--- src/hdl/qwsm_pkg.sv ---
// ============================================================================
// qwsm_pkg - shared constants for the quadrature wheel speed meter
// Count width, field widths, speed arithmetic widths and register indexes.
// ============================================================================
`default_nettype none

package qwsm_pkg;

    // Width of the wrapping tick counters and their snapshots
    localparam int COUNT_WIDTH = 32;

    // Result field width (deltas and speeds)
    localparam int FIELD_WIDTH = 32;

    // Configuration registers
    localparam int INTERVAL_WIDTH = 16;
    localparam int SCALE_WIDTH    = 24;
    localparam int CFG_DATA_WIDTH = 24;
    localparam int CFG_IDX_WIDTH  = 2;

    localparam logic [INTERVAL_WIDTH-1:0] INTERVAL_RESET = 16'd100;
    localparam logic [SCALE_WIDTH-1:0]    SCALE_RESET    = 24'd14298;

    // Speed arithmetic: magnitude times Q16 scale, then drop 8 fraction bits
    localparam int FRAC_DROP    = 8;
    localparam int PROD_WIDTH   = COUNT_WIDTH + SCALE_WIDTH;
    localparam int ROUND_WIDTH  = PROD_WIDTH + 1 - FRAC_DROP;

    // Register indexes on the configuration port
    typedef enum logic [CFG_IDX_WIDTH-1:0] {
        REG_INTERVAL_MS = 2'd0,
        REG_SPEED_SCALE = 2'd1
    } cfg_reg_t;

endpackage

`default_nettype wire

--- src/hdl/qwsm_sample_if.sv ---
// ============================================================================
// qwsm_sample_if - pin sample channel
// One beat carries one clock's sample of both encoders' pins and the ms strobe.
// ============================================================================
`default_nettype none

interface qwsm_sample_if;

    logic valid;
    logic ready;
    logic wheel1_a;
    logic wheel1_b;
    logic wheel2_a;
    logic wheel2_b;
    logic ms_tick;

    modport source (
        output valid, wheel1_a, wheel1_b, wheel2_a, wheel2_b, ms_tick,
        input  ready
    );

    modport sink (
        input  valid, wheel1_a, wheel1_b, wheel2_a, wheel2_b, ms_tick,
        output ready
    );

endinterface

`default_nettype wire

--- src/hdl/qwsm_result_if.sv ---
// ============================================================================
// qwsm_result_if - measurement result channel
// One beat carries both wheels' interval deltas, speeds and the error flag.
// ============================================================================
`default_nettype none

interface qwsm_result_if;

    logic                                          valid;
    logic                                          ready;
    logic signed [qwsm_pkg::FIELD_WIDTH-1:0]       wheel1_delta;
    logic signed [qwsm_pkg::FIELD_WIDTH-1:0]       wheel2_delta;
    logic signed [qwsm_pkg::FIELD_WIDTH-1:0]       wheel1_speed;
    logic signed [qwsm_pkg::FIELD_WIDTH-1:0]       wheel2_speed;
    logic                                          decode_error;

    modport source (
        output valid, wheel1_delta, wheel2_delta, wheel1_speed, wheel2_speed,
               decode_error,
        input  ready
    );

    modport sink (
        input  valid, wheel1_delta, wheel2_delta, wheel1_speed, wheel2_speed,
               decode_error,
        output ready
    );

endinterface

`default_nettype wire

--- src/hdl/quadrature_wheel_speed_meter_top.sv ---
// ============================================================================
// quadrature_wheel_speed_meter_top - two-wheel x4 quadrature decoder and meter
// Decodes two encoders into wrapping tick counters and reports interval
// deltas and scaled speeds every interval_ms millisecond strobes.
// ============================================================================
//
// Usage:
//   samples : one beat per clock sample of both encoders' A/B pins and the
//             millisecond strobe. Counters and last pins update on the beat.
//   results : one beat per completed interval: both deltas, both speeds
//             (cm/s, 8 fraction bits, rounded and saturated) and the sticky
//             decode error flag, which includes the closing sample.
//   config  : cfg_wr_en/cfg_index/cfg_data; index 0 interval_ms, index 1
//             speed_scale, other indexes ignored. Write only while idle.
// Throughput: one sample per cycle while samples.ready is high. The closing
//   sample's result passes the delta stage, multiplier stage (magnitude
//   times scale) and the rounding/saturation output register in turn.
// Reset: counters, snapshots, ms count and error flag clear, last pins go to
//   all ones, registers return to 100 and 14298, the result pipe empties.
// Stall: the three result stages hold in turn; samples keep flowing until
//   all three hold a result, then samples.ready drops.
//
`default_nettype none

module quadrature_wheel_speed_meter_top (
    input  wire logic                                   clk,
    input  wire logic                                   rst_n,
    qwsm_sample_if.sink                                 samples,
    qwsm_result_if.source                               results,
    input  wire logic                                   cfg_wr_en,
    input  wire logic [qwsm_pkg::CFG_IDX_WIDTH-1:0]     cfg_index,
    input  wire logic [qwsm_pkg::CFG_DATA_WIDTH-1:0]    cfg_data
);

    localparam int CW = qwsm_pkg::COUNT_WIDTH;
    localparam int FW = qwsm_pkg::FIELD_WIDTH;
    localparam int PW = qwsm_pkg::PROD_WIDTH;
    localparam int RW = qwsm_pkg::ROUND_WIDTH;
    localparam int IW = qwsm_pkg::INTERVAL_WIDTH;
    localparam int SW = qwsm_pkg::SCALE_WIDTH;

    localparam logic [IW-1:0] MS_MAX = {IW{1'b1}};
    localparam logic [RW-1:0] POS_LIMIT = RW'({1'b0, {(FW-1){1'b1}}});
    localparam logic [RW-1:0] NEG_LIMIT = RW'({1'b1, {(FW-1){1'b0}}});
    localparam logic [PW:0]   ROUND_HALF = (PW+1)'(1) << (qwsm_pkg::FRAC_DROP - 1);

    // ------------------------------------------------------------------
    // Helpers
    // ------------------------------------------------------------------
    function automatic logic [CW-1:0] count_step(
        input logic [CW-1:0] count,
        input logic a, input logic b, input logic pa, input logic pb
    );
        logic ea;
        logic eb;
        logic up;
        ea = a ^ pa;
        eb = b ^ pb;
        up = ea ? (a ^ b) : ~(a ^ b);
        if (ea ^ eb)
            count_step = up ? count + CW'(1) : count - CW'(1);
        else
            count_step = count;
    endfunction

    function automatic logic [FW-1:0] speed_sat(input logic neg, input logic [PW-1:0] prod);
        logic [PW:0]   sum;
        logic [RW-1:0] r;
        sum = {1'b0, prod} + ROUND_HALF;
        r   = sum[PW:qwsm_pkg::FRAC_DROP];
        if (neg)
            speed_sat = (r > NEG_LIMIT) ? NEG_LIMIT[FW-1:0] : (FW'(0) - r[FW-1:0]);
        else
            speed_sat = (r > POS_LIMIT) ? POS_LIMIT[FW-1:0] : r[FW-1:0];
    endfunction

    // ------------------------------------------------------------------
    // Configuration registers
    // ------------------------------------------------------------------
    logic [IW-1:0] interval_reg;
    logic [SW-1:0] scale_reg;

    always_ff @(posedge clk or negedge rst_n)
    begin
        if (!rst_n)
        begin
            interval_reg <= qwsm_pkg::INTERVAL_RESET;
            scale_reg    <= qwsm_pkg::SCALE_RESET;
        end
        else if (cfg_wr_en)
        begin
            unique case (cfg_index)
                qwsm_pkg::REG_INTERVAL_MS: interval_reg <= cfg_data[IW-1:0];
                qwsm_pkg::REG_SPEED_SCALE: scale_reg    <= cfg_data[SW-1:0];
                default: ;
            endcase
        end
    end

    // ------------------------------------------------------------------
    // Pipe handshake: each stage moves when the one after it is free
    // ------------------------------------------------------------------
    logic s1_valid_reg;
    logic s2_valid_reg;
    logic s3_valid_reg;
    logic s3_free;
    logic s2_move;
    logic s2_free;
    logic s1_move;
    logic s1_free;
    logic accept;

    assign s3_free = !s3_valid_reg || results.ready;
    assign s2_move = s2_valid_reg && s3_free;
    assign s2_free = !s2_valid_reg || s3_free;
    assign s1_move = s1_valid_reg && s2_free;
    assign s1_free = !s1_valid_reg || s2_free;
    assign samples.ready = s1_free;
    assign accept = samples.valid && s1_free;

    // ------------------------------------------------------------------
    // Decode and interval logic for the accepted sample
    // ------------------------------------------------------------------
    logic [3:0]    last_pins_reg;
    logic [CW-1:0] count1_reg;
    logic [CW-1:0] count2_reg;
    logic [CW-1:0] snap1_reg;
    logic [CW-1:0] snap2_reg;
    logic [IW-1:0] ms_elapsed_reg;
    logic          error_seen_reg;

    logic [CW-1:0] count1_next;
    logic [CW-1:0] count2_next;
    logic [IW-1:0] ms_inc;
    logic          error_next;
    logic          fire;

    always_comb
    begin
        count1_next = count_step(count1_reg, samples.wheel1_a, samples.wheel1_b,
                                 last_pins_reg[0], last_pins_reg[1]);
        count2_next = count_step(count2_reg, samples.wheel2_a, samples.wheel2_b,
                                 last_pins_reg[2], last_pins_reg[3]);
        error_next  = error_seen_reg
                    | ((samples.wheel1_a ^ last_pins_reg[0]) & (samples.wheel1_b ^ last_pins_reg[1]))
                    | ((samples.wheel2_a ^ last_pins_reg[2]) & (samples.wheel2_b ^ last_pins_reg[3]));
        ms_inc      = (ms_elapsed_reg != MS_MAX) ? ms_elapsed_reg + IW'(1) : ms_elapsed_reg;
        fire        = samples.ms_tick && (ms_inc >= interval_reg);
    end

    // Advance decoder state on each sample beat
    always_ff @(posedge clk or negedge rst_n)
    begin
        if (!rst_n)
        begin
            last_pins_reg  <= 4'hF;
            count1_reg     <= '0;
            count2_reg     <= '0;
            snap1_reg      <= '0;
            snap2_reg      <= '0;
            ms_elapsed_reg <= '0;
            error_seen_reg <= 1'b0;
        end
        else if (accept)
        begin
            last_pins_reg  <= {samples.wheel2_b, samples.wheel2_a,
                               samples.wheel1_b, samples.wheel1_a};
            count1_reg     <= count1_next;
            count2_reg     <= count2_next;
            error_seen_reg <= error_next;
            if (samples.ms_tick)
                ms_elapsed_reg <= fire ? '0 : ms_inc;
            if (fire)
            begin
                snap1_reg <= count1_next;
                snap2_reg <= count2_next;
            end
        end
    end

    // ------------------------------------------------------------------
    // Stage 1: interval deltas
    // ------------------------------------------------------------------
    logic signed [CW-1:0] s1_d1_reg;
    logic signed [CW-1:0] s1_d2_reg;
    logic                 s1_err_reg;

    always_ff @(posedge clk or negedge rst_n)
    begin
        if (!rst_n)
            s1_valid_reg <= 1'b0;
        else if (s1_free)
            s1_valid_reg <= accept && fire;
    end

    always_ff @(posedge clk)
    begin
        if (accept && fire)
        begin
            s1_d1_reg  <= count1_next - snap1_reg;
            s1_d2_reg  <= count2_next - snap2_reg;
            s1_err_reg <= error_next;
        end
    end

    // ------------------------------------------------------------------
    // Stage 2: magnitude times scale
    // ------------------------------------------------------------------
    logic [CW-1:0] mag1;
    logic [CW-1:0] mag2;

    assign mag1 = s1_d1_reg[CW-1] ? (CW'(0) - s1_d1_reg) : s1_d1_reg;
    assign mag2 = s1_d2_reg[CW-1] ? (CW'(0) - s1_d2_reg) : s1_d2_reg;

    logic [PW-1:0] s2_prod1_reg;
    logic [PW-1:0] s2_prod2_reg;
    logic          s2_neg1_reg;
    logic          s2_neg2_reg;
    logic [FW-1:0] s2_d1_reg;
    logic [FW-1:0] s2_d2_reg;
    logic          s2_err_reg;

    always_ff @(posedge clk or negedge rst_n)
    begin
        if (!rst_n)
            s2_valid_reg <= 1'b0;
        else if (s2_free)
            s2_valid_reg <= s1_valid_reg;
    end

    always_ff @(posedge clk)
    begin
        if (s1_move)
        begin
            s2_prod1_reg <= PW'(mag1) * PW'(scale_reg);
            s2_prod2_reg <= PW'(mag2) * PW'(scale_reg);
            s2_neg1_reg  <= s1_d1_reg[CW-1];
            s2_neg2_reg  <= s1_d2_reg[CW-1];
            s2_d1_reg    <= FW'(s1_d1_reg);
            s2_d2_reg    <= FW'(s1_d2_reg);
            s2_err_reg   <= s1_err_reg;
        end
    end

    // ------------------------------------------------------------------
    // Stage 3: round, saturate and hold the result beat
    // ------------------------------------------------------------------
    logic [FW-1:0] s3_d1_reg;
    logic [FW-1:0] s3_d2_reg;
    logic [FW-1:0] s3_v1_reg;
    logic [FW-1:0] s3_v2_reg;
    logic          s3_err_reg;

    always_ff @(posedge clk or negedge rst_n)
    begin
        if (!rst_n)
            s3_valid_reg <= 1'b0;
        else if (s3_free)
            s3_valid_reg <= s2_valid_reg;
    end

    always_ff @(posedge clk)
    begin
        if (s2_move)
        begin
            s3_d1_reg  <= s2_d1_reg;
            s3_d2_reg  <= s2_d2_reg;
            s3_v1_reg  <= speed_sat(s2_neg1_reg, s2_prod1_reg);
            s3_v2_reg  <= speed_sat(s2_neg2_reg, s2_prod2_reg);
            s3_err_reg <= s2_err_reg;
        end
    end

    assign results.valid        = s3_valid_reg;
    assign results.wheel1_delta = s3_d1_reg;
    assign results.wheel2_delta = s3_d2_reg;
    assign results.wheel1_speed = s3_v1_reg;
    assign results.wheel2_speed = s3_v2_reg;
    assign results.decode_error = s3_err_reg;

    // ------------------------------------------------------------------
    // Assertions
    // ------------------------------------------------------------------
    // A result enters the pipe only on a millisecond strobe
    a_fire_on_tick: assert property (@(posedge clk) disable iff (!rst_n)
        (accept && fire) |-> samples.ms_tick)
        else $error("result started without a ms strobe");

    // Samples stall only when every result stage is full
    a_stall_full: assert property (@(posedge clk) disable iff (!rst_n)
        !samples.ready |-> (s1_valid_reg && s2_valid_reg && s3_valid_reg))
        else $error("sample channel stalled with room in the pipe");

    // Error flag is sticky
    a_error_sticky: assert property (@(posedge clk) disable iff (!rst_n)
        error_seen_reg |=> error_seen_reg)
        else $error("decode error flag cleared");

    // Wheel one speed is never negative while its delta is non-negative
    a_speed_sign: assert property (@(posedge clk) disable iff (!rst_n)
        (results.valid && !results.wheel1_delta[FW-1]) |-> !results.wheel1_speed[FW-1])
        else $error("wheel one speed sign disagrees with delta");

endmodule

`default_nettype wire

--- src/flat_wrapper.sv ---
// flat-port wrapper written by rule: the top's interface ports become plain ports
module quadrature_wheel_speed_meter_top_flat 
  (clk, rst_n, cfg_wr_en, cfg_index, cfg_data, samples_valid, samples_wheel1_a, samples_wheel1_b, samples_wheel2_a, samples_wheel2_b, samples_ms_tick, samples_ready, results_valid, results_wheel1_delta, results_wheel2_delta, results_wheel1_speed, results_wheel2_speed, results_decode_error, results_ready);
  qwsm_sample_if samples_i ();
  qwsm_result_if results_i ();
  input  wire logic clk;
  input  wire logic rst_n;
  input  wire logic cfg_wr_en;
  input  wire logic [qwsm_pkg::CFG_IDX_WIDTH-1:0] cfg_index;
  input  wire logic [qwsm_pkg::CFG_DATA_WIDTH-1:0] cfg_data;
  input wire logic [$bits(samples_i.valid)-1:0] samples_valid;
  input wire logic [$bits(samples_i.wheel1_a)-1:0] samples_wheel1_a;
  input wire logic [$bits(samples_i.wheel1_b)-1:0] samples_wheel1_b;
  input wire logic [$bits(samples_i.wheel2_a)-1:0] samples_wheel2_a;
  input wire logic [$bits(samples_i.wheel2_b)-1:0] samples_wheel2_b;
  input wire logic [$bits(samples_i.ms_tick)-1:0] samples_ms_tick;
  output wire logic [$bits(samples_i.ready)-1:0] samples_ready;
  output wire logic [$bits(results_i.valid)-1:0] results_valid;
  output wire logic [$bits(results_i.wheel1_delta)-1:0] results_wheel1_delta;
  output wire logic [$bits(results_i.wheel2_delta)-1:0] results_wheel2_delta;
  output wire logic [$bits(results_i.wheel1_speed)-1:0] results_wheel1_speed;
  output wire logic [$bits(results_i.wheel2_speed)-1:0] results_wheel2_speed;
  output wire logic [$bits(results_i.decode_error)-1:0] results_decode_error;
  input wire logic [$bits(results_i.ready)-1:0] results_ready;
  assign samples_i.valid = samples_valid;
  assign samples_i.wheel1_a = samples_wheel1_a;
  assign samples_i.wheel1_b = samples_wheel1_b;
  assign samples_i.wheel2_a = samples_wheel2_a;
  assign samples_i.wheel2_b = samples_wheel2_b;
  assign samples_i.ms_tick = samples_ms_tick;
  assign samples_ready = samples_i.ready;
  assign results_valid = results_i.valid;
  assign results_wheel1_delta = results_i.wheel1_delta;
  assign results_wheel2_delta = results_i.wheel2_delta;
  assign results_wheel1_speed = results_i.wheel1_speed;
  assign results_wheel2_speed = results_i.wheel2_speed;
  assign results_decode_error = results_i.decode_error;
  assign results_i.ready = results_ready;
  quadrature_wheel_speed_meter_top u_core (.clk(clk), .rst_n(rst_n), .samples(samples_i), .results(results_i), .cfg_wr_en(cfg_wr_en), .cfg_index(cfg_index), .cfg_data(cfg_data));
endmodule
--- config.mk ---
export PLATFORM = sky130hd
export DESIGN_NAME = quadrature_wheel_speed_meter_top_flat
export DESIGN_NICKNAME = d
export VERILOG_FILES = /design/src/hdl/qwsm_pkg.sv /design/src/hdl/qwsm_sample_if.sv /design/src/hdl/qwsm_result_if.sv /design/src/hdl/quadrature_wheel_speed_meter_top.sv /design/src/flat_wrapper.sv
export SDC_FILE = /design/constraint.sdc
export NUM_CORES = 2
export LEC_CHECK = 0
export BUFFER_PORTS_ARGS = -buffer_cell sky130_fd_sc_hd__buf_2
export CAP_MARGIN = 20
export CELL_PAD_IN_SITES_DETAIL_PLACEMENT = 0
export CELL_PAD_IN_SITES_GLOBAL_PLACEMENT = 1
export CORE_UTILIZATION = 35
export CTS_BUF_LIST = sky130_fd_sc_hd__clkbuf_8
export CTS_CLUSTER_SIZE = 28
export DETAILED_ROUTE_END_ITERATION = 16
export PLACE_DENSITY = 0.61
export SETUP_SLACK_MARGIN = 0.2
export SYNTH_ARGS = -nofsm -noshare
export SYNTH_HDL_FRONTEND = slang
export SYNTH_SLANG_ARGS = --single-unit
export TNS_END_PERCENT = 10
--- constraint.sdc ---
create_clock -name clk -period 12.1 [get_ports clk]
set_input_delay 1.21 -clock clk [delete_from_list [all_inputs] [get_ports clk]]
set_output_delay 1.21 -clock clk [all_outputs]
set_load 0.02 [all_outputs]
Yosys cells after proc, flatten, opt, wreduce, memory -nomap -nowiden
Cells that the tools add are included.
Widths: inputs -> output; s select.
{"block": "totals", "mem_count": 0, "register_bits": 565, "out_inout_bits": 131, "mem_bits_ro": 0, "ram_bits": 0, "latch_bits": 0}
{"block": "classes", "bitwise_logic": 14, "add_sub_neg": 13, "reduce_logical": 16, "shift": 0, "n_lt_le_gt_ge": 5, "div": 0, "eq_ne": 2, "multipliers": 2, "muxes": 16}
{"cell": "$mux 32", "n": 12}
{"cell": "$sub 1x32->32 const A", "n": 4}
{"cell": "$add 56x8->57 const B", "n": 2}
{"cell": "$mul 32x24->56", "n": 2}
{"cell": "$gt 49x31->1 const B", "n": 2}
{"cell": "$gt 49x32->1 const B", "n": 2}
{"cell": "$add 32x1->32 const B", "n": 2}
{"cell": "$sub 32x1->32 const B", "n": 2}
{"cell": "$sub 32x32->32", "n": 2}
{"cell": "$mux 16", "n": 2}
{"cell": "$add 16x1->16 const B", "n": 1}
{"cell": "$ge 16x16->1", "n": 1}
{"cell": "$ne 16x16->1 const B", "n": 1}
{"cell": "$reduce_and 2->1", "n": 4}
{"cell": "$xor 1x1->1", "n": 8}
{"cell": "$logic_and 1x1->1", "n": 5}
{"cell": "$logic_not 1->1", "n": 3}
{"cell": "$logic_or 1x1->1", "n": 3}
{"cell": "$and 1x1->1", "n": 2}
{"cell": "$eq 2x1->1 const B", "n": 1}
{"cell": "$logic_not 2->1", "n": 1}
{"cell": "$mux 1", "n": 2}
{"cell": "$not 1->1", "n": 2}
{"cell": "$or 1x1->1", "n": 2}

Logic depth before layout (Yosys ltp)
{"block": "logic_depth", "word_depth": 6, "depth_mapped": 37}

Worst setup path before layout
Ideal clock, no wire load.
{"block": "synth_path", "path_kind": "reg-to-reg", "start": "reg u_core.s1_d1_reg[0]", "end": "reg u_core.s2_prod1_reg[55] (data pin)", "arrival_ns": 9.130, "path_buffers": 3, "required_time_ns": 11.840, "stages_incl_launch_ff": 38, "setup_slack_ns": 2.710, "path_cell_list": "edfxtp_1 > clkbuf_1 > inv_1 > ha_1 > nand3_1 > or4_1 > or4_1 > or4_1 > inv_1 > nand2_1 > o41ai_1 > xnor2_1 > clkbuf_1 > nand2_1 > fa_1 > inv_1 > fa_1 > inv_1 > [... 2 more ...] > inv_1 > fa_1 > fa_1 > inv_1 > fa_1 > inv_1 > ha_1 > clkbuf_1 > a21o_1 > a21o_1 > a211oi_1 > nor3_1 > nand2_1 > o211ai_1 > a221oi_1 > o21bai_1 > a21o_1 > xnor2_1"}
{"block": "synth_via", "elab_chain_cells": 3}
{"element": "start, declared", "line_no": "quadrature_wheel_speed_meter_top.sv:184", "text": "logic signed [CW-1:0] s1_d1_reg;"}
{"element": "start signal, assigned", "line_no": "quadrature_wheel_speed_meter_top.sv:200", "text": "s1_d1_reg <= count1_next - snap1_reg;"}
{"element": "$sub 1x32->32", "line_no": "quadrature_wheel_speed_meter_top.sv:212", "text": "assign mag1 = s1_d1_reg[CW-1] ? (CW'(0) - s1_d1_reg) : s1_d1_reg;"}
{"element": "$mux 32 (*)", "line_no": "quadrature_wheel_speed_meter_top.sv:212"}
{"element": "$mul 32x24->56 (*)", "line_no": "quadrature_wheel_speed_meter_top.sv:235", "text": "s2_prod1_reg <= PW'(mag1) * PW'(scale_reg);"}
{"element": "end signal, assigned", "line_no": "quadrature_wheel_speed_meter_top.sv:235"}
{"element": "end, declared", "line_no": "quadrature_wheel_speed_meter_top.sv:215", "text": "logic [PW-1:0] s2_prod1_reg;"}
Every way passes the cells marked *; elsewhere a longest branch is shown, timed or not.
A chain may end at the register's enable or synchronous reset.

Final worst setup path
{"block": "layout_path", "start": "reg u_core.s1_d1_reg[2]", "end": "reg u_core.s2_prod1_reg[55] (data pin)"}
The elaborated chain is that of the path after synthesis.

==> qor.csv <==
stage;metric;value;unit
grt;grtUsageTotal;19.91;%
clocking;post_cts_buffers;0;
layout;final.fill_count;22850;
clocking;cts_tree;done;
job;max-cap-violations;0;
layout;multi_input_area;57370;um^2
logic_synthesis;synth_nets;10360;
drt;wl;224400;um
place;hpwl;170500;um
die;fp-row-count;174;
place;globalplace.congestion;0.8502;
layout;final_cell_mix;inv_1, fa_1, nand2_1;
drt;vias;57910;
layout;finalInstanceArea;86800;um^2
logic_synthesis;yosysUniqueCellTypes;89;
sta;period_minus_slack;10.64;ns
place;place_ws;1.437;ns
logic_synthesis;synth-edff-count;357;
sta;clock_skew;0.07978;ns
worst_setup_path;crit_arrival;11.20;ns
logic_synthesis;async_flop_share;34.97;%
layout;fin_cells;11550;
layout;seq_area;15580;um^2
worst_setup_path;slowest_stage;o21ai_0;
die;coreArea;225500;um^2
clocking;holdBufCountCts;0;
grt;grt_max_degree;122;
place;dpl_cell_area;84440;um^2
drt;drcViolationCount;0;
grt;grt_pass1_vias;61620;
worst_setup_path;cp-end-kind;flop;
sta;rsz0062_at_grt;false;
sta;relSlewSlack;25.87;%
place;io_buffers;166;
logic_synthesis;synth_ff_type;edfxtp_1;
worst_setup_path;r2r_slack;1.46;ns
sta;worstMarginPinSlew;1.102;ns
worst_setup_path;slowest_delay;0.67;ns
worst_setup_path;critPathMaxFanout;12;
worst_setup_path;startpoint_type;flop;
clocking;cts.path.max_buffers;3;
clocking;cts-root-buf;clkbuf_8;
sta;fmax;94.01;MHz
drt;drtIter0Drc;3205;
drt;wire_per_inst;19.43;um
logic_synthesis;avgSynthCellArea;9.380;um^2
clocking;cts_htree_levels;3;
worst_setup_path;cpMostUsedCell;fa_1;
worst_setup_path;required;12.66;ns
logic_synthesis;synth-seq-area-share;19.49;%
clocking;cts.sinks;549;
logic_synthesis;yosysWarnings;0;
place;placedCellCount;11360;
clocking;cts_buffers;100;
clocking;cts.clk_slew.worst_paths;0.07;ns
logic_synthesis;postSynthCellCount;8503;
logic_synthesis;syn-cell-area;79750;um^2
layout;nets;10330;
drt;drtAntennaViolNets;0;
sta;slew_violations;0;
worst_hold_path;hold_class;input pin to asynchronous set/reset pin;
grt;overflow;0;
clocking;clock_latency;0.86;ns
die;io_pins;167;
grt;grt_pass1_wl;356900;um
die;start_util;35.36;%
logic_synthesis;synth-seq-cells;549;
clocking;cts_repair_resize_count;0;
sta;period_share;87.91;%
layout;final_common_cell;inv_1;
worst_setup_path;worst-setup-path-type;flop to flop;
sta;hold_viol_final;0;
drt;first_pass_iters;7;
drt;routed_via_density;5.013;
sta;finalSetupViolations;0;
outcome;outcome;complete, no violations;
sta;fin_tns_setup;0;ns
die;dieArea;229800;um^2
die;die_width;479.4;um
sta;timing.final.ws_setup;1.463;ns
layout;drive_gt1_share;7.504;%
layout;area_growth;8.831;%
die;die_h;479.4;um
grt;grt_antenna_before_repair;13;
## Yosys cell counts (32+ instances only)
cell / instances / area share (%)
and3_1: 39 / 0.31
mux2i_1: 41 / 0.51
nand2_1: 1143 / 5.4
a221oi_1: 32 / 0.35
edfxtp_1: 357 / 13
xor2_1: 121 / 1.3
dfrtp_1: 175 / 5.5
a211oi_1: 45 / 0.42
fa_1: 1318 / 33
clkbuf_1: 395 / 1.9
mux2_2: 56 / 0.79
inv_1: 1603 / 7.5
nor2_1: 247 / 1.2
a21o_1: 128 / 1.2
o21ai_0: 211 / 1.3
nand2b_1: 34 / 0.27
nor2b_1: 46 / 0.36
a21oi_1: 234 / 1.5
o21a_1: 37 / 0.35
ha_1: 505 / 7.9
nand3_1: 118 / 0.74
and2_1: 724 / 5.7
o31ai_1: 42 / 0.40
nor3_1: 81 / 0.51
xnor2_1: 260 / 2.9
nand4_1: 73 / 0.57
nor4_1: 48 / 0.38
## worst max-delay path: cells and delay by family (launching register included)
family	cells	cell delay (ns)
and+or+nand+nor	8	2.76
xor gates and xnor gates	2	0.23
buffers and inverters	5	0.41
adders and majority gates	8	3.81
DFF	1	0.51
AOI/OAI and AO/OA	9	2.65
## worst paths after layout
check,start,depth (start not counted),end
worst max-delay path,u_core.s1_d1_reg[2],32,u_core.s2_prod1_reg[55]
worst min-delay path,rst_n,1,u_core.count2_reg[20]
worst max register to register,u_core.s1_d1_reg[2],32,u_core.s2_prod1_reg[55]
worst min register to register,u_core.s2_d2_reg[24],0,u_core.results.wheel2_delta[24]
max in group asynchronous,rst_n,2,u_core.scale_reg[11]
min in group clk,u_core.s2_d2_reg[24],0,u_core.results.wheel2_delta[24]
## cell families after synthesis
kind of cell	Yosys count	share of synthesized area, %
and+or+nand+nor	2679	16.57
buffers and inverters	2018	9.524
adders and majority gates	1823	41.01
AOI/OAI and AO/OA	955	7.896
DFF	549	19.49
xor gates and xnor gates	382	4.204
muxes	97	1.305
## layout make-up
class / count / area share, %
inverters: 1603 / 6.932
diodes: 4 / 0.01153
well taps: 2992 / 4.313
clock inverters: 79 / 0.9701
flip-flops and latches: 549 / 17.95
clock buffers: 107 / 1.697
multi-input cells: 5936 / 66.10
repair buffers: 281 / 2.027
## per-layer routing
layer | up-vias | routed length (um) | global-route usage, %
met5 | - | 0 | 0
met4 | 0 | 4554 | 4.601
met3 | 212 | 8525 | 1.891
met2 | 1063 | 109200 | 33.88
met1 | 30000 | 102100 | 27.27
li1 | 26640 | - | -
## per-stage QoR
stage               util (%)  hold slack (ns)
detailed placement     37.44           0.4072
global route           38.48           0.3679
CTS                    38.46           0.2893
finish                 38.48           0.3738
floorplan                  -           0.4003
global placement       37.44           0.4050
Power is not shown: default switching activity piles up to over one toggle a cycle in this logic, so the estimate is an artifact.
